===== config.mk =====
export PLATFORM = sky130hd
export DESIGN_NAME = gprs_timer_value_encoder_core
export DESIGN_NICKNAME = d
export VERILOG_FILES = /design/src/hw/rtl/gtve_pkg.sv /design/src/hw/rtl/gtve_ctrl.sv /design/src/hw/rtl/gtve_datapath.sv /design/src/hw/rtl/gprs_timer_value_encoder_core.sv
export SDC_FILE = /design/constraint.sdc
export NUM_CORES = 1
export LEC_CHECK = 0
export BUFFER_PORTS_ARGS = -buffer_cell sky130_fd_sc_hd__buf_4
export CAP_MARGIN = 10
export CORE_ASPECT_RATIO = 1.75
export CORE_MARGIN = 3
export CORE_UTILIZATION = 55
export CTS_CLUSTER_DIAMETER = 60
export DETAILED_ROUTE_END_ITERATION = 7
export PLACE_DENSITY = 0.73
export SYNTH_ARGS = -nofsm -noshare
export SYNTH_HDL_FRONTEND = slang
export SYNTH_SLANG_ARGS = --single-unit

===== constraint.sdc =====
create_clock -name clk -period 4.3 [get_ports clk]
set_input_delay 0.86 -clock clk [delete_from_list [all_inputs] [get_ports clk]]
set_output_delay 0.86 -clock clk [all_outputs]
set_load 0.02 [all_outputs]

===== src/hw/rtl/gtve_pkg.sv =====
// Package for the GPRS timer value encoder.
// Holds timer kind, status codes, unit tables and controller/datapath types.
// No dependencies.
`timescale 1ns / 1ps

package gtve_pkg;

    localparam int SecsW = 32;
    localparam int UnitW = 21;
    localparam int BestW = 22;
    localparam int CntW  = 5;

    localparam logic [1:0] KIND_RAU    = 2'd0;
    localparam logic [1:0] KIND_READY  = 2'd1;
    localparam logic [1:0] KIND_ACTIVE = 2'd2;
    localparam logic [1:0] KIND_TAU    = 2'd3;

    localparam logic [1:0] ST_OK    = 2'd0;
    localparam logic [1:0] ST_NOFIT = 2'd1;
    localparam logic [1:0] ST_LIMIT = 2'd2;

    localparam logic [SecsW-1:0] ActiveLimit = 32'd11160;
    localparam logic [SecsW-1:0] TauLimit    = 32'd2592000;
    localparam logic [BestW-1:0] RemBound    = 22'd2592000;
    localparam logic [7:0]       DeactCode   = 8'hE0;
    localparam logic [2:0]       LastUnit    = 3'd6;
    localparam logic [2:0]       TopBit      = 3'd4;

    typedef enum logic [2:0] {
        S_IDLE,
        S_CHECK,
        S_UNIT,
        S_DIV,
        S_EVAL,
        S_FINISH
    } state_t;

    typedef struct packed {
        logic load;
        logic init_unit;
        logic div_step;
        logic eval;
        logic next_unit;
        logic out_load;
    } ctl_cmd_t;

    typedef struct packed {
        logic limit_hit;
        logic secs_zero;
        logic unit_usable;
        logic last_unit;
        logic last_bit;
        logic out_full;
    } dp_stat_t;

    // Seconds per unit, zero where the unit code is unused for the kind.
    function automatic logic [UnitW-1:0] unit_value(input logic [1:0] kind,
                                                    input logic [2:0] code);
        logic [UnitW-1:0] v;
        v = '0;
        case (code)
            3'd0: v = 21'd600;
            3'd1: v = 21'd3600;
            3'd2: v = 21'd36000;
            3'd3: v = 21'd2;
            3'd4: v = 21'd30;
            3'd5: v = 21'd60;
            3'd6: v = 21'd1152000;
            default: v = '0;
        endcase
        case (kind)
            KIND_READY, KIND_ACTIVE:
            begin
                case (code)
                    3'd0: v = 21'd2;
                    3'd1: v = 21'd60;
                    3'd2: v = 21'd360;
                    default: v = '0;
                endcase
            end
            KIND_RAU:
            begin
                if (code == 3'd6)
                begin
                    v = '0;
                end
            end
            default: ;
        endcase
        return v;
    endfunction

endpackage


===== src/hw/rtl/gtve_ctrl.sv =====
// Controller FSM of the GPRS timer value encoder.
// Sequences limit check, per-unit division and result load; uses gtve_pkg.
`timescale 1ns / 1ps

module gtve_ctrl (
    input  logic              clk,
    input  logic              rst_n,
    input  logic              in_valid,
    output logic              in_ready,
    input  gtve_pkg::dp_stat_t stat,
    output gtve_pkg::ctl_cmd_t cmd
);
    import gtve_pkg::*;

    state_t state_reg;
    state_t state_next;

    always_ff @(posedge clk or negedge rst_n)
    begin
        if (!rst_n)
        begin
            state_reg <= S_IDLE;
        end
        else
        begin
            state_reg <= state_next;
        end
    end

    always_comb
    begin
        state_next = state_reg;
        case (state_reg)
            S_IDLE:
            begin
                if (in_valid)
                begin
                    state_next = S_CHECK;
                end
            end
            S_CHECK:
            begin
                if (stat.limit_hit || stat.secs_zero)
                begin
                    state_next = S_FINISH;
                end
                else
                begin
                    state_next = S_UNIT;
                end
            end
            S_UNIT:
            begin
                if (stat.unit_usable)
                begin
                    state_next = S_DIV;
                end
                else if (stat.last_unit)
                begin
                    state_next = S_FINISH;
                end
            end
            S_DIV:
            begin
                if (stat.last_bit)
                begin
                    state_next = S_EVAL;
                end
            end
            S_EVAL:
            begin
                if (stat.last_unit)
                begin
                    state_next = S_FINISH;
                end
                else
                begin
                    state_next = S_UNIT;
                end
            end
            S_FINISH:
            begin
                if (!stat.out_full)
                begin
                    state_next = S_IDLE;
                end
            end
            default: state_next = S_IDLE;
        endcase
    end

    always_comb
    begin
        cmd      = '0;
        in_ready = 1'b0;
        case (state_reg)
            S_IDLE:
            begin
                in_ready = 1'b1;
                cmd.load = in_valid;
            end
            S_UNIT:
            begin
                cmd.init_unit = stat.unit_usable;
                cmd.next_unit = !stat.unit_usable && !stat.last_unit;
            end
            S_DIV:
            begin
                cmd.div_step = 1'b1;
            end
            S_EVAL:
            begin
                cmd.eval      = 1'b1;
                cmd.next_unit = !stat.last_unit;
            end
            S_FINISH:
            begin
                cmd.out_load = !stat.out_full;
            end
            default: ;
        endcase
    end

endmodule


===== src/hw/rtl/gtve_datapath.sv =====
// Datapath of the GPRS timer value encoder: operand registers, 5-step
// restoring divider, best-unit tracking and output register; uses gtve_pkg.
`timescale 1ns / 1ps

module gtve_datapath (
    input  logic               clk,
    input  logic               rst_n,
    input  logic [1:0]         in_kind,
    input  logic [31:0]        in_secs,
    input  gtve_pkg::ctl_cmd_t cmd,
    output gtve_pkg::dp_stat_t stat,
    output logic               out_valid,
    input  logic               out_ready,
    output logic [1:0]         out_status,
    output logic [7:0]         out_byte
);
    import gtve_pkg::*;

    logic [1:0]       kind_reg;
    logic [SecsW-1:0] secs_reg;
    logic [2:0]       u_reg;
    logic [2:0]       bit_reg;
    logic [SecsW-1:0] rem_reg;
    logic [CntW-1:0]  q_reg;
    logic [BestW-1:0] best_rem_reg;
    logic [2:0]       best_code_reg;
    logic [CntW-1:0]  best_cnt_reg;
    logic             found_reg;
    logic             out_valid_reg;
    logic [1:0]       status_reg;
    logic [7:0]       byte_reg;

    logic [UnitW-1:0] unit;
    logic [SecsW:0]   unit_x32;
    logic [SecsW-1:0] unit_sh;
    logic [BestW-1:0] rem_now;
    logic [1:0]       status_next;
    logic [7:0]       byte_next;

    assign unit     = unit_value(kind_reg, u_reg);
    assign unit_x32 = (SecsW + 1)'(unit) << CntW;
    assign unit_sh  = SecsW'(unit) << bit_reg;
    assign rem_now  = BestW'(rem_reg[UnitW-1:0]);

    assign stat.limit_hit   = ((kind_reg == KIND_ACTIVE) && (secs_reg > ActiveLimit))
                            || ((kind_reg == KIND_TAU) && (secs_reg > TauLimit));
    assign stat.secs_zero   = (secs_reg == '0);
    assign stat.unit_usable = (unit != '0) && (secs_reg >= SecsW'(unit))
                            && ({1'b0, secs_reg} < unit_x32);
    assign stat.last_unit   = (u_reg == LastUnit);
    assign stat.last_bit    = (bit_reg == '0);
    assign stat.out_full    = out_valid_reg && !out_ready;

    always_ff @(posedge clk)
    begin
        if (cmd.load)
        begin
            kind_reg     <= in_kind;
            secs_reg     <= in_secs;
            u_reg        <= '0;
            best_rem_reg <= RemBound;
            found_reg    <= 1'b0;
        end
        if (cmd.next_unit)
        begin
            u_reg <= u_reg + 3'd1;
        end
        if (cmd.init_unit)
        begin
            rem_reg <= secs_reg;
            q_reg   <= '0;
            bit_reg <= TopBit;
        end
        if (cmd.div_step)
        begin
            if (rem_reg >= unit_sh)
            begin
                rem_reg <= rem_reg - unit_sh;
                q_reg   <= q_reg | (CntW'(1) << bit_reg);
            end
            bit_reg <= bit_reg - 3'd1;
        end
        if (cmd.eval && (rem_now < best_rem_reg))
        begin
            best_rem_reg  <= rem_now;
            best_code_reg <= u_reg;
            best_cnt_reg  <= q_reg;
            found_reg     <= 1'b1;
        end
        if (cmd.out_load)
        begin
            status_reg <= status_next;
            byte_reg   <= byte_next;
        end
    end

    always_comb
    begin
        status_next = ST_OK;
        byte_next   = '0;
        if (stat.limit_hit)
        begin
            status_next = ST_LIMIT;
        end
        else if (stat.secs_zero)
        begin
            byte_next = DeactCode;
        end
        else if (found_reg)
        begin
            byte_next = {best_code_reg, best_cnt_reg};
        end
        else
        begin
            status_next = ST_NOFIT;
        end
    end

    always_ff @(posedge clk or negedge rst_n)
    begin
        if (!rst_n)
        begin
            out_valid_reg <= 1'b0;
        end
        else if (cmd.out_load)
        begin
            out_valid_reg <= 1'b1;
        end
        else if (out_ready)
        begin
            out_valid_reg <= 1'b0;
        end
    end

    assign out_valid  = out_valid_reg;
    assign out_status = status_reg;
    assign out_byte   = byte_reg;

`ifndef SYNTHESIS
    a_byte_zero_on_error: assert property (@(posedge clk) disable iff (!rst_n)
        out_valid_reg && (status_reg != ST_OK) |-> (byte_reg == '0))
        else $error("timer byte not zero on error status");

    a_count_nonzero: assert property (@(posedge clk) disable iff (!rst_n)
        cmd.eval |-> (q_reg != '0))
        else $error("usable unit produced zero count");

    a_rem_below_unit: assert property (@(posedge clk) disable iff (!rst_n)
        cmd.eval |-> (rem_reg < SecsW'(unit)))
        else $error("division remainder not below unit");

    a_load_not_full: assert property (@(posedge clk) disable iff (!rst_n)
        cmd.out_load |-> !(out_valid_reg && !out_ready))
        else $error("result loaded over pending beat");
`endif

endmodule


===== src/hw/rtl/gprs_timer_value_encoder_core.sv =====
// GPRS timer value encoder top level: controller plus datapath.
// Per input beat: limit check, then each unit in turn (a usable unit runs the 5-step
// divider; at most three units are usable), then the result load, held by output stalls.
// One item in flight at a time.
// Input is taken again once the result sits in the output register.
// Reset rst_n is asynchronous, active low, and clears control state only.
`timescale 1ns / 1ps

module gprs_timer_value_encoder_core (
    input  logic        clk,
    input  logic        rst_n,
    input  logic        s_axis_tvalid,
    output logic        s_axis_tready,
    input  logic [31:0] s_axis_tdata,   // [31:0] seconds
    input  logic [1:0]  s_axis_tuser,   // [1:0] timer_kind
    output logic        m_axis_tvalid,
    input  logic        m_axis_tready,
    output logic [7:0]  m_axis_tdata,   // [7:0] timer_byte
    output logic [1:0]  m_axis_tuser    // [1:0] status
);
    import gtve_pkg::*;

    ctl_cmd_t cmd;
    dp_stat_t stat;

    gtve_ctrl u_ctrl (
        .clk      (clk),
        .rst_n    (rst_n),
        .in_valid (s_axis_tvalid),
        .in_ready (s_axis_tready),
        .stat     (stat),
        .cmd      (cmd)
    );

    gtve_datapath u_datapath (
        .clk        (clk),
        .rst_n      (rst_n),
        .in_kind    (s_axis_tuser),
        .in_secs    (s_axis_tdata),
        .cmd        (cmd),
        .stat       (stat),
        .out_valid  (m_axis_tvalid),
        .out_ready  (m_axis_tready),
        .out_status (m_axis_tuser),
        .out_byte   (m_axis_tdata)
    );

endmodule


### After elaboration in Yosys (flattened, before gate mapping)

Cells that the tools add are included.
Widths: inputs -> output; s select.

| word-level totals | value |
|---|---|
| register bits | 122 |
| latch bits | 0 |
| bits in writable memories | 0 |
| ROM bits | 0 |
| input bits | 38 |
| output and inout port bits | 12 |
| logic and storage cells | 112 |
| memories kept | 0 |

| cells by class | value |
|---|---|
| add/sub/neg operators | 3 |
| multiply operators | 0 |
| div/mod/pow operators | 0 |
| order comparisons | 6 |
| equality and inequality tests | 18 |
| shift-type cells | 2 |
| multiplexer cells | 37 |
| bitwise operators | 2 |
| reductions and logical operators | 27 |

Operator list:

| cell | number |
|---|---|
| $pmux 21 s7 | 1 |
| $mux 32 | 3 |
| $mux 21 | 3 |
| $pmux 21 s2 | 1 |
| $mux 3 | 11 |
| $ge 32x21->1 | 1 |
| $ge 32x32->1 | 1 |
| $gt 32x14->1 const B | 1 |
| $gt 32x22->1 const B | 1 |
| $logic_not 32->1 | 1 |
| $lt 32x26->1 | 1 |
| $shl 21x3->32 | 1 |
| $sub 32x32->32 | 1 |
| $pmux 9 s3 | 1 |
| $lt 21x22->1 | 1 |
| $reduce_bool 21->1 | 1 |
| $pmux 3 s6 | 1 |
| $mux 8 | 2 |
| $eq 3x3->1 const B | 5 |
| $mux 5 | 3 |
| $eq 3x2->1 const B | 4 |
| $logic_not 3->1 | 3 |
| $mux 1 | 9 |
| $reduce_bool 2->1 | 4 |
| other kinds (19) | 34 |

### Longest topological paths before layout

Gate-level depths: netlist of run 1.

| logic depth | value |
|---|---|
| depth in word-level cells | 11 |
| depth in mapped cells | 20 |
| gate-level depth less buffers | 19 |

### Hierarchy

From an unflattened synthesis of run 1, not the netlist that was laid out.

| second synthesis, totals | value |
|---|---|
| cell total of the unflattened synthesis | 903 |
| area total of the unflattened synthesis | 8,465.6 um^2 |

By module, submodules not included:

| module | times used | cells an instance | area each (um^2) | seq. area each (um^2) |
|---|---|---|---|---|
| gtve_datapath | 1 | 864 | 8,122.8 | 3,188.1 |
| gtve_ctrl | 1 | 39 | 342.8 | 75.1 |

### Worst setup path after synthesis of run 1

OpenSTA, ideal clock, no wires.

| timing path | value |
|---|---|
| path kind | reg-to-reg |
| start | reg u_datapath.u_reg[0] |
| end | reg u_datapath.rem_reg[29] |
| library setup time | 0.122 ns |
| arrival time | 4.020 ns |
| data required time | 4.178 ns |
| setup slack | 0.158 ns |
| cell stages (with the launch flop) | 19 |
| path buffers | 0 |
| period minus slack after synthesis | 4.142 ns |
| cell sequence | edfxtp_1 inv_1 ha_1 nor2b_1 o21ai_0 a21boi_1 nor2_1 a211o_1 o21ai_0 nand2_1 ha_1 o211ai_1 a21o_1 a311o_1 a21o_1 o2111ai_2 nand2_2 and2_1 a221o_1 |

| on the way | value |
|---|---|
| cells in the longest elaborated chain, start to end | 11 |
| elaborated cells on any way between the ends | 23 |
| classes of those cells | add/sub: 1; order compare: 3; eq/ne: 6; shift: 1; mux: 8; reduce/logical: 4 |

RTL lines:

| element | RTL line | source |
|---|---|---|
| from (decl) | gtve_datapath.sv:21 | `logic [2:0] u_reg;` |
| from (signal assigned) | gtve_datapath.sv:66 | `u_reg <= u_reg + 3'd1;` |
| $eq 3x3->1, or another cell as far along | gtve_pkg.sv:61, gtve_pkg.sv:83 |  |
| $pmux 21 s7 | gtve_pkg.sv:61 | `case (code)` |
| $mux 21 | gtve_pkg.sv:83 | `if (code == 3'd6)` |
| $pmux 21 s2 (*) | gtve_pkg.sv:71 | `case (kind)` |
| $ge 32x21->1 / $reduce_bool 21->1 (equally long branches) | gtve_datapath.sv:48 | `assign stat.unit_usable = (unit != '0) && (secs_reg >= SecsW'(unit))` |
| $logic_and 1x1->1 | gtve_datapath.sv:48 |  |
| $logic_and 1x1->1 | gtve_datapath.sv:49 | `&& ({1'b0, secs_reg} < unit_x32);` |
| $mux 1 | gtve_ctrl.sv:96 | `case (state_reg)` |
| $mux 32 | gtve_datapath.sv:68 | `if (cmd.init_unit)` |
| $mux 32 | gtve_datapath.sv:76 | `if (rem_reg >= unit_sh)` |
| $mux 32 (*) | gtve_datapath.sv:74 | `if (cmd.div_step)` |
| to (signal assigned) | gtve_datapath.sv:70 | `rem_reg <= secs_reg;` |
| to (signal assigned) | gtve_datapath.sv:78 | `rem_reg <= rem_reg - unit_sh;` |
| to (decl) | gtve_datapath.sv:23 | `logic [SecsW-1:0] rem_reg;` |

Every way passes the cells marked *; elsewhere a longest branch is shown, timed or not.
A chain may end at the register's enable or synchronous reset.

### Worst setup path after layout of run 1

| timing path | value |
|---|---|
| start | reg u_datapath.kind_reg[0] |
| end | reg u_datapath.rem_reg[29] |

| on the way | value |
|---|---|
| cells in the longest elaborated chain, start to end | 10 |
| elaborated cells on any way between the ends | 17 |
| classes of those cells | add/sub: 1; order compare: 3; eq/ne: 2; shift: 1; mux: 5; reduce/logical: 5 |

RTL lines:

| element | RTL line | source |
|---|---|---|
| from (decl) | gtve_datapath.sv:19 | `logic [1:0] kind_reg;` |
| from (signal assigned) | gtve_datapath.sv:58 | `kind_reg <= in_kind;` |
| $eq 2x1->1 / $eq 2x2->1 (equally long branches) | gtve_pkg.sv:71 |  |
| $reduce_or 2->1 | gtve_pkg.sv:71 |  |
| $pmux 21 s2 (*) | gtve_pkg.sv:71 |  |
| $ge 32x21->1 / $reduce_bool 21->1 (equally long branches) | gtve_datapath.sv:48 |  |
| $logic_and 1x1->1 | gtve_datapath.sv:48 |  |
| $logic_and 1x1->1 | gtve_datapath.sv:49 |  |
| $mux 1 | gtve_ctrl.sv:96 |  |
| $mux 32 | gtve_datapath.sv:68 |  |
| $mux 32 | gtve_datapath.sv:76 |  |
| $mux 32 (*) | gtve_datapath.sv:74 |  |

Marked as above.

==> results of run 1 <==
==> worst max-delay path, cell delays in order (launching register included) <==
cell and delay (ps):
edfxtp_1 430, buf_6 150, ha_4 190, o211ai_1 400
inv_1 100, o21ai_2 200, buf_6 140, nor2_4 40
nor2_4 130, mux2i_2 90, mux2i_1 170, ha_1 220
o211ai_1 130, a21o_1 200, a311o_1 420, a21o_1 260
o2111ai_4 290, nand2_4 130, a2111oi_1 480, a221o_1 170
==> Yosys cell counts, types with 5 or more instances <==
master and instances:
a41oi_1 6, nand3_1 17, nand4_1 11, edfxtp_1 80
mux2i_1 45, a211oi_1 5, xor2_1 5, clkbuf_1 21
a211o_1 5, xnor2_1 20, ha_1 89, a21oi_1 84
a21o_1 29, and3_1 15, inv_1 42, o21a_1 8
dfxtp_1 38, nor2b_1 15, o21ai_0 39, o211ai_1 8
nor4_1 8, nor3_1 25, a31oi_1 12, and2_1 20
buf_2 7, nand2_1 55, nand2b_1 18, nor2_1 85
==> logic make-up (layout without fill, tap and decap cells) <==
family / count (synthesis) / after routing
compound gates: 241 / 241
xor+xnor: 25 / 25
fa+ha+maj: 89 / 89
buf+inv: 80 / 224
flops: 122 / 122
mux: 49 / 49
simple gates: 293 / 294
==> worst max path at each step <==
| stage | startpoint | end | slack [ps] | depth (start not counted) |
|---|---|---|---|---|
| floorplan | u_datapath.u_reg[0] | u_datapath.rem_reg[29] | 160 | 18 |
| global placement | u_datapath.kind_reg[1] | u_datapath.rem_reg[30] | -110 | 19 |
| detailed placement | u_datapath.u_reg[1] | u_datapath.rem_reg[30] | -230 | 18 |
| CTS | u_datapath.u_reg[0] | u_datapath.q_reg[4] | 1 | 19 |
| global route | u_datapath.kind_reg[0] | u_datapath.rem_reg[29] | -230 | 19 |
| finish | u_datapath.kind_reg[0] | u_datapath.rem_reg[29] | -100 | 19 |
==> power by group through the flow <==
stage / clock network, mW / registers (mW) / logic, mW
final: 1.50 / 2.11 / 5.15
after floorplan: 0 / 1.93 / 3.17
after detailed placement: 0 / 2.10 / 4.53
after CTS: 1.52 / 2.08 / 4.63
after global placement: 0 / 2.09 / 4.46
after global routing: 1.58 / 2.16 / 5.63
==> what timing repair did <==
action | CTS | global route
pin swaps | 5 | 24
endpoints found under the setup margin | 36 | 45
buffers inserted | 7 | 15
gates resized for setup | 11 | 72
gates cloned | 0 | 1
==> routing by layer <==
layer  wire length [um]  track usage (%)  vias up
met3               1208            4.855       94
met1               9251            30.92     3550
met4               1578            16.77        0
met5                  0                0        -
li1                   -                -     3624
met2              12670            52.02      247
==> stage by stage <==
step	cells	TNS [ps]
after floorplan	899	0
after CTS	1211	0
final	1227	-154.7
after global placement	1172	-124.8
after global routing	1227	-3674
after detailed placement	1172	-500.3
==> cell usage in the layout, fill, tap and decap left out, types with 18 or more instances in the layout <==
cell,instances
xnor2_1,20
dfxtp_1,38
inv_1,40
mux2i_1,43
nor2_1,81
edfxtp_1,80
buf_4,141
o21ai_0,26
a21oi_1,73
and2_1,18
a21o_1,29
nand2_1,55
ha_1,81
nor3_1,23
==> area by class of cell <==
| class | instances | area share [%] |
|---|---|---|
| Tap cell | 183 | 2.148 |
| Sequential cell | 122 | 30.61 |
| Clock buffer | 18 | 4.025 |
| Timing Repair Buffer | 148 | 10.91 |
| Inverter | 44 | 1.549 |
| Clock inverter | 14 | 1.749 |
| Multi-Input combinational cell | 698 | 49.01 |
==> results.tsv, run 1 <==
metric	value	unit
Syn Std Cell Area	8518	um2
area of the core	15060	um2
Cell Rows	59	
Switch Pwr	3.777	mW
Pre-Repair DR Iteration Count	7	
die area	17080	um2
Clk pwr share	17.1	%
worst-case hold slack	229.8	ps
compound-cell area share of the yosys netlist	18.79	%
via count	7515	
outcome	finished with violations	
dpl ws	-229.2	ps
post-synthesis async set-or-reset flop share	3.279	%
FF-to-FF Start	u_datapath.kind_reg[0]	
CTS tree	yes	
period utilization	102.3	%
gr usage total	28.72	%
latest clock arrival within the worst-skew pair	420	ps
CP Max Fanout	8	
# diodes	0	
WL/cell	20.14	um
Post-Layout Inst Area	10660	um2
Req. time, crit path	4670	ps
port buffer count	49	
placed cell areas	9533	um2
vias in the first global route	7595	
Total Power	8.765	mW
highest clock rate	0.2273	GHz
main combinational cell family by area after synthesis	compound AO/OA/AOI/OAI gates	
Seq/Total Area, Yosys	38.31	%
failing checks	negative setup slack	
Finished Core Util	70.80	%
Setup Skew	14.23	ps
layout cell share with drive strength beyond 1	23.85	%
Seq pwr share	24.1	%
top-area cell type share of the netlist area	28.20	%
Synth Area in XOR/XNOR	2.571	%
multi-input logic area	5225	um2
Synth warnings	0	
# IOs	50	
WS Path Type	reg2reg	
Max clock buf depth	2	
Final Setup Violations	5	
Peak VDD IR	442.7	uV
Int Power	4.988	mW
Sw Ratio	43.09	%
RR Endpoint	u_datapath.rem_reg[29]	
PD cells	822.1	nW/um2
Logic pwr share	58.8	%
violation count after the first detailed-routing iteration	361	
largest net degree at the start of global routing	37	
DRT antenna net count	0	
mux contribution to synthesized area	5.817	%
total routed wirelength	24710	um
detailed placement HPWL	18410	um
Final Hold Fails	0	
CTS Buf Count	17	
syn nets	1026	
Clock transition at path regs	60	ps
Storage cell area	3263	um2
Slew HR	62.23	%
Area Growth Syn to Fin	25.16	%
Total Nets Final	1158	
cell count after synthesis	899	
prevailing post-synth register cell	edfxtp_1	
worst min path class	in2async	
GP Congestion	0.9499	
startpoint types	register	
synthesized flop and latch total	122	
initial antenna violation count	0	
CTS root buf	clkbuf_16	
number of synthesized flops with an enable pin	80	
# DRC	0	
Data arrival, critical path	4770	ps
Area contributors post-synth	edfxtp_1, ha_1, dfxtp_1	
Synth Area in Adders	13.07	%
Synth Area in Simple Gates	17.49	%
GRT overflow	0	
setup slack, reg-to-reg	-100	ps
Tmin final	4400	ps
via density per instance	6.125	
hold_buf cts	0	
unrepaired setup endpoints after global routing	yes	
clock sink total	122	
DIE WIDTH	100.1	um
Synth area leader	edfxtp_1	
leakage	4.627	nW
Worst-Margin Slew	562.3	ps
synth unique cells	75	
Die Ht	170.6	um
final setup margin	-99.92	ps
htree depth	4	
fill count	1190	
cells on worst reg2reg path	19	
CP endpoint kind	register	
Initial Utilization	56.56	%
max cap viols	0	
Final Max Slew Viols	0	
Synth Area per Inst	9.475	um2
first-pass GRT wire length	38070	um
Note: power is estimated with default switching activity, not from simulation.
==> inputs of run 2 (changes only) <==
--- a/config.mk
+++ b/config.mk
@@ -9,10 +9,11 @@
 export CAP_MARGIN = 10
 export CORE_ASPECT_RATIO = 1.75
 export CORE_MARGIN = 3
-export CORE_UTILIZATION = 55
+export CORE_UTILIZATION = 50
 export CTS_CLUSTER_DIAMETER = 60
 export DETAILED_ROUTE_END_ITERATION = 7
-export PLACE_DENSITY = 0.73
+export PLACE_DENSITY = 0.67
+export REMOVE_ABC_BUFFERS = 1
 export SYNTH_ARGS = -nofsm -noshare
 export SYNTH_HDL_FRONTEND = slang
 export SYNTH_SLANG_ARGS = --single-unit
==> constraint.sdc (replaced) <==
create_clock -name clk -period 4.3 [get_ports clk]
set_input_delay 0.43 -clock clk [delete_from_list [all_inputs] [get_ports clk]]
set_output_delay 0.43 -clock clk [all_outputs]
set_load 0.02 [all_outputs]
==> results.tsv, run 2 (synthesized netlist as in run 1, its figures left out) <==
metric	value	unit	change
CP endpoint kind	register		
Data arrival, critical path	4560	ps	-210 ps
clock sink total	122		unchanged
highest clock rate	0.2358	GHz	+3.8%
leakage	4.723	nW	+2.1%
WS Path Type	reg2reg		
commonest non-fill, non-tap cells in the layout	buf_4, ha_1, edfxtp_1, nor2_1, a21oi_1		
worst-case hold slack	175.5	ps	-54.25 ps
outcome	finished clean		
startpoint types	register		
most common cell after layout, fill and taps aside	buf_4		
Switch Pwr	3.899	mW	+3.2%
period utilization	98.62	%	-3.7 points
latest clock arrival within the worst-skew pair	430	ps	about the same
Area Growth Syn to Fin	28.01	%	
Slew HR	54.25	%	-8.0 points
violation count after the first detailed-routing iteration	374		+3.6%
largest net degree at the start of global routing	36		-2.7%
Req. time, crit path	4620	ps	-50 ps
Clk pwr share	15.6	%	-1.5 points
Worst-Margin Slew	680.0	ps	+117.7 ps
Seq pwr share	23.7	%	-0.4 points
Tmin final	4241	ps	-159.1 ps
Buf/Inv on CP	5		+2
dpl cells	1238		+5.6%
CTS Buf Count	17		unchanged
# DRC	0		unchanged
Initial Utilization	51.31	%	-5.3 points
gr usage total	25.56	%	-3.2 points
WL/cell	18.71	um	-7.1%
worst min path class	in2reg		
via density per instance	5.850		-4.5%
Worst path top cell family by delay	compound AO/OA/AOI/OAI gates		
GP Congestion	0.9810		+3.3%
initial antenna violation count	0		unchanged
via count	7517		+0.027%
vias in the first global route	7355		-3.2%
Slowest cell on crit path	edfxtp_1		
port buffer count	49		unchanged
Setup Skew	9.558	ps	-4.671 ps
first-pass GRT wire length	37200	um	-2.3%
Final Setup Violations	0		-5
final setup margin	59.18	ps	+159.1 ps
layout cell share with drive strength beyond 1	27.24	%	+3.4 points
Max clock buf depth	2		unchanged
area of the core	16600	um2	+10%
htree depth	4		unchanged
# diodes	0		unchanged
CTS tree	yes		
Sw Ratio	43.97	%	+0.88 points
die area	18700	um2	+9.5%
DRT antenna net count	0		unchanged
Pre-Repair DR Iteration Count	5		-2
GRT overflow	0		unchanged
Die Ht	178.7	um	+4.7%
PD cells	813.2	nW/um2	-1.1%
DIE WIDTH	104.7	um	+4.6%
CTS root buf	clkbuf_16		
post-route non-filler standard cell count	1285		+4.7%
Clock transition at path regs	70	ps	about the same
Final Max Slew Viols	0		unchanged
CP Max Fanout	8		unchanged
Critical Path, Cell by Cell	inv_2, ha_4, buf_4, o21ba_2, a22oi_2, and2_4, inv_4, buf_6, a21oi_1, a21oi_2, nand2_2, ha_4, buf_4, o211ai_1, a21o_1, a311o_1, a21o_1, o2111ai_4, nand2_4, and2_4, a221o_1		
# IOs	50		unchanged
max cap viols	0		unchanged
detailed placement HPWL	18440	um	+0.18%
dpl ws	-340.3	ps	-111.2 ps
Int Power	4.968	mW	-0.40%
Max stage delay on crit path	390	ps	-90 ps
Cell Rows	62		+5.1%
unrepaired setup endpoints after global routing	yes		
Peak VDD IR	395.6	uV	-11%
total routed wirelength	24040	um	-2.7%
Logic pwr share	60.6	%	+1.8 points
Total Nets Final	1175		+1.5%
Final Hold Fails	0		unchanged
==> run 2: metrics by stage <==
stage               util (%)  total power, mW  setup TNS (ps)  area [um2]
finish                 65.68            8.867               0       10900
global route           65.68            9.496          -763.7       10900
CTS                    62.71            8.281               0       10410
detailed placement     59.01            6.822           -2376        9797
global placement       59.01            6.769           -1063        9797
floorplan                  -            5.041           -7319        8347
==> run 2: area by class of cell <==
type,count,area [um2]
Tap cell,224,280.3
Multi-Input combinational cell,697,5333
Fill cell,1410,5697
Sequential cell,122,3263
Timing Repair Buffer,166,1289
Clock buffer,17,425.4
Inverter,44,167.7
Clock inverter,15,146.4
==> run 2: worst register-to-register path: stages, from the launching register on <==
cell and delay (ps):
edfxtp_1 390, inv_2 60, ha_4 170, buf_4 150, o21ba_2 240, a22oi_2 240, and2_4 190, inv_4 40
buf_6 110, a21oi_1 210, a21oi_2 80, nand2_2 110, ha_4 160, buf_4 110, o211ai_1 90, a21o_1 190
a311o_1 380, a21o_1 260, o2111ai_4 270, nand2_4 140, and2_4 210, a221o_1 330
==> run 2: metal layers <==
metal | vias to the layer above | wire (um) | global-route usage (%)
li1 | 3653 | - | -
met1 | 3575 | 9503 | 28.57
met2 | 213 | 12580 | 47.06
met3 | 76 | 687 | 2.667
met4 | 0 | 1265 | 14.61
met5 | - | 0 | 0
==> run 2: repair_timing <==
action,CTS,global route
gates resized for setup,15,91
hold buffers,1,0
setup endpoints to repair,25,41
endpoints found under the hold margin,4,0
setup buffers,0,15
pin swaps,4,30
==> run 2: path summary, 6_finish.rpt <==
check	cells after the start	startpoint	to	slack, ps
worst max-delay path	21	u_datapath.kind_reg[1]	u_datapath.rem_reg[29]	60
worst min-delay path	1	s_axis_tdata[9]	u_datapath.secs_reg[9]	180
worst max register to register	21	u_datapath.kind_reg[1]	u_datapath.rem_reg[29]	60
worst min register to register	0	u_datapath.q_reg[4]	u_datapath.best_cnt_reg[4]	440
max in group asynchronous	2	rst_n	u_ctrl.state_reg[2]	3850
min in group asynchronous	2	rst_n	u_ctrl.state_reg[1]	350
==> run 2: power by group through the flow <==
| stage | clock [mW] | combinational [mW] | sequential, mW |
|---|---|---|---|
| 6_report | 1.39 | 5.38 | 2.11 |
| 5_1_grt | 1.45 | 5.90 | 2.14 |
| 4_1_cts | 1.41 | 4.80 | 2.08 |
| 3_5_place_dp | 0 | 4.72 | 2.10 |
| 3_3_place_gp | 0 | 4.68 | 2.09 |
| 2_1_floorplan | 0 | 3.04 | 2.00 |
==> inputs of run 3 (changes only) <==
==> constraint.sdc (replaced) <==
create_clock -name clk -period 3.8 [get_ports clk]
set_input_delay 0.38 -clock clk [delete_from_list [all_inputs] [get_ports clk]]
set_output_delay 0.38 -clock clk [all_outputs]
set_load 0.02 [all_outputs]
==> results.tsv, run 3 (synthesized netlist as in run 1, its figures left out) <==
metric	value	unit	change
most common cell after layout, fill and taps aside	buf_4		
Setup Skew	12.80	ps	+3.245 ps
highest clock rate	0.2412	GHz	+2.3%
startpoint types	register		
WL/cell	19.95	um	+6.7%
cells on worst reg2reg path	18		-14%
port buffer count	49		unchanged
GP Congestion	1.041		+6.1%
worst-case hold slack	126.0	ps	-49.55 ps
DIE WIDTH	104.7	um	unchanged
htree depth	4		unchanged
Slew HR	57.03	%	+2.8 points
initial antenna violation count	0		unchanged
period utilization	109.1	%	+10 points
WS Path Type	reg2reg		
Clock transition at path regs	70	ps	about the same
Pre-Repair DR Iteration Count	7		+2
Final Max Slew Viols	0		unchanged
layout cell share with drive strength beyond 1	37.26	%	+10 points
Max stage delay on crit path	420	ps	+30 ps
DRT antenna net count	0		unchanged
critical path depth	18		-14%
Peak VDD IR	525.8	uV	+33%
# diodes	0		unchanged
largest net degree at the start of global routing	36		unchanged
worst hold path cell count	1		unchanged
Storage cell area	3263	um2	unchanged
Final Hold Fails	0		unchanged
violation count after the first detailed-routing iteration	493		+32%
commonest non-fill, non-tap cells in the layout	buf_4, edfxtp_1, ha_1, nor2_1, a21oi_1		
detailed placement HPWL	19390	um	+5.1%
failing checks	negative setup slack		
max cap viols	0		unchanged
Critical Path, Cell by Cell	buf_6, ha_4, nor3b_4, a22oi_2, and2_4, inv_4, a21oi_4, or3_4, ha_4, buf_6, nand2b_4, a21o_1, a311o_1, a21o_1, o2111ai_4, nand2_4, a2111oi_2, a221o_1		
Worst-Margin Slew	638.7	ps	-41.23 ps
CTS Buf Count	17		unchanged
final setup margin	-346.4	ps	-405.6 ps
total routed wirelength	27170	um	+13%
Buf/Inv on CP	3		-2
via count	8070		+7.4%
Slowest cell on crit path	edfxtp_1		
CTS tree	yes		
die area	18700	um2	unchanged
gr usage total	27.52	%	+2.0 points
Worst path top cell family by delay	compound AO/OA/AOI/OAI gates		
Cell Rows	62		unchanged
multi-input logic area	5776	um2	+8.3%
Initial Utilization	51.31	%	unchanged
Total Nets Final	1252		+6.6%
vias in the first global route	7957		+8.2%
Die Ht	178.7	um	unchanged
Area Growth Syn to Fin	42.19	%	
GRT overflow	0		unchanged
Req. time, crit path	4170	ps	-450 ps
fill count	1231		-13%
Post-Layout Inst Area	12110	um2	+11%
Data arrival, critical path	4520	ps	-40 ps
Tmin final	4146	ps	-94.39 ps
CP endpoint kind	register		
PD cells	968.2	nW/um2	+19%
Total Power	11.73	mW	+32%
Final Setup Violations	45		+45
Max clock buf depth	2		unchanged
worst min path class	in2reg		
via density per instance	5.925		+1.3%
placed cell areas	10220	um2	+4.3%
# IOs	50		unchanged
leakage	5.220	nW	+11%
Finished Core Util	72.96	%	+7.3 points
first-pass GRT wire length	40170	um	+8.0%
CTS root buf	clkbuf_16		
unrepaired setup endpoints after global routing	yes		
latest clock arrival within the worst-skew pair	430	ps	about the same
CP Max Fanout	8		unchanged
# DRC	0		unchanged
outcome	finished with violations		
clock sink total	122		unchanged
area of the core	16600	um2	unchanged
setup tns final	-10680	ps	-10,680 ps
run 3: cell type report:
class	instances	share of cell area [%]
flip-flops and latches	122	26.94
inverters	44	1.384
well taps	224	2.314
multi-input cells	698	47.69
repair buffers	242	16.49
clock inverters	15	1.674
clock buffers	17	3.512
run 3: routing by layer:
layer,part of all wire (%),vias to the layer above,wire (um),track usage (%)
met5,0,-,0,0
met1,36,3843,9900,29.38
li1,-,3817,-,-
met3,4.8,112,1308,4.108
met2,52,298,14150,49.62
met4,6.7,0,1808,19.32
run 3: report_power, final:
group	internal, mW	switching (mW)	total (mW)	leakage [nW]
sequential	1.92	0.474	2.39	1.10
clock	1.06	0.693	1.75	0.303
combinational	3.63	3.95	7.58	3.82
total	6.61	5.12	11.7	5.22
run 3: path summary, 6_finish.rpt:
path	startpoint	to	slack (ps)
setup / recovery	u_datapath.kind_reg[0]	u_datapath.rem_reg[29]	-350
hold / removal	s_axis_tdata[10]	u_datapath.secs_reg[10]	130
setup reg to reg	u_datapath.kind_reg[0]	u_datapath.rem_reg[29]	-350
hold reg to reg	u_datapath.q_reg[1]	u_datapath.best_cnt_reg[1]	450
max in group asynchronous	rst_n	u_datapath.out_valid	3400
min in group asynchronous	rst_n	u_ctrl.state_reg[0]	290
run 3: what timing repair did:
| item | 4_1_cts | 5_1_grt |
|---|---|---|
| endpoints found under the setup margin | 49 | 50 |
| pin swaps | 33 | 57 |
| buffers inserted | 13 | 20 |
| gates resized for setup | 76 | 143 |
| hold buffers | 1 | 0 |
| endpoints found under the hold margin | 4 | 0 |
| gates cloned | 1 | 2 |
run 3: per-stage QoR:
step           instances  setup slack, ps
2_1_floorplan        863           -987.5
3_3_place_gp        1293           -673.2
3_5_place_dp        1293           -674.8
4_1_cts             1340           -259.0
5_1_grt             1362           -572.0
6_report            1362           -346.4
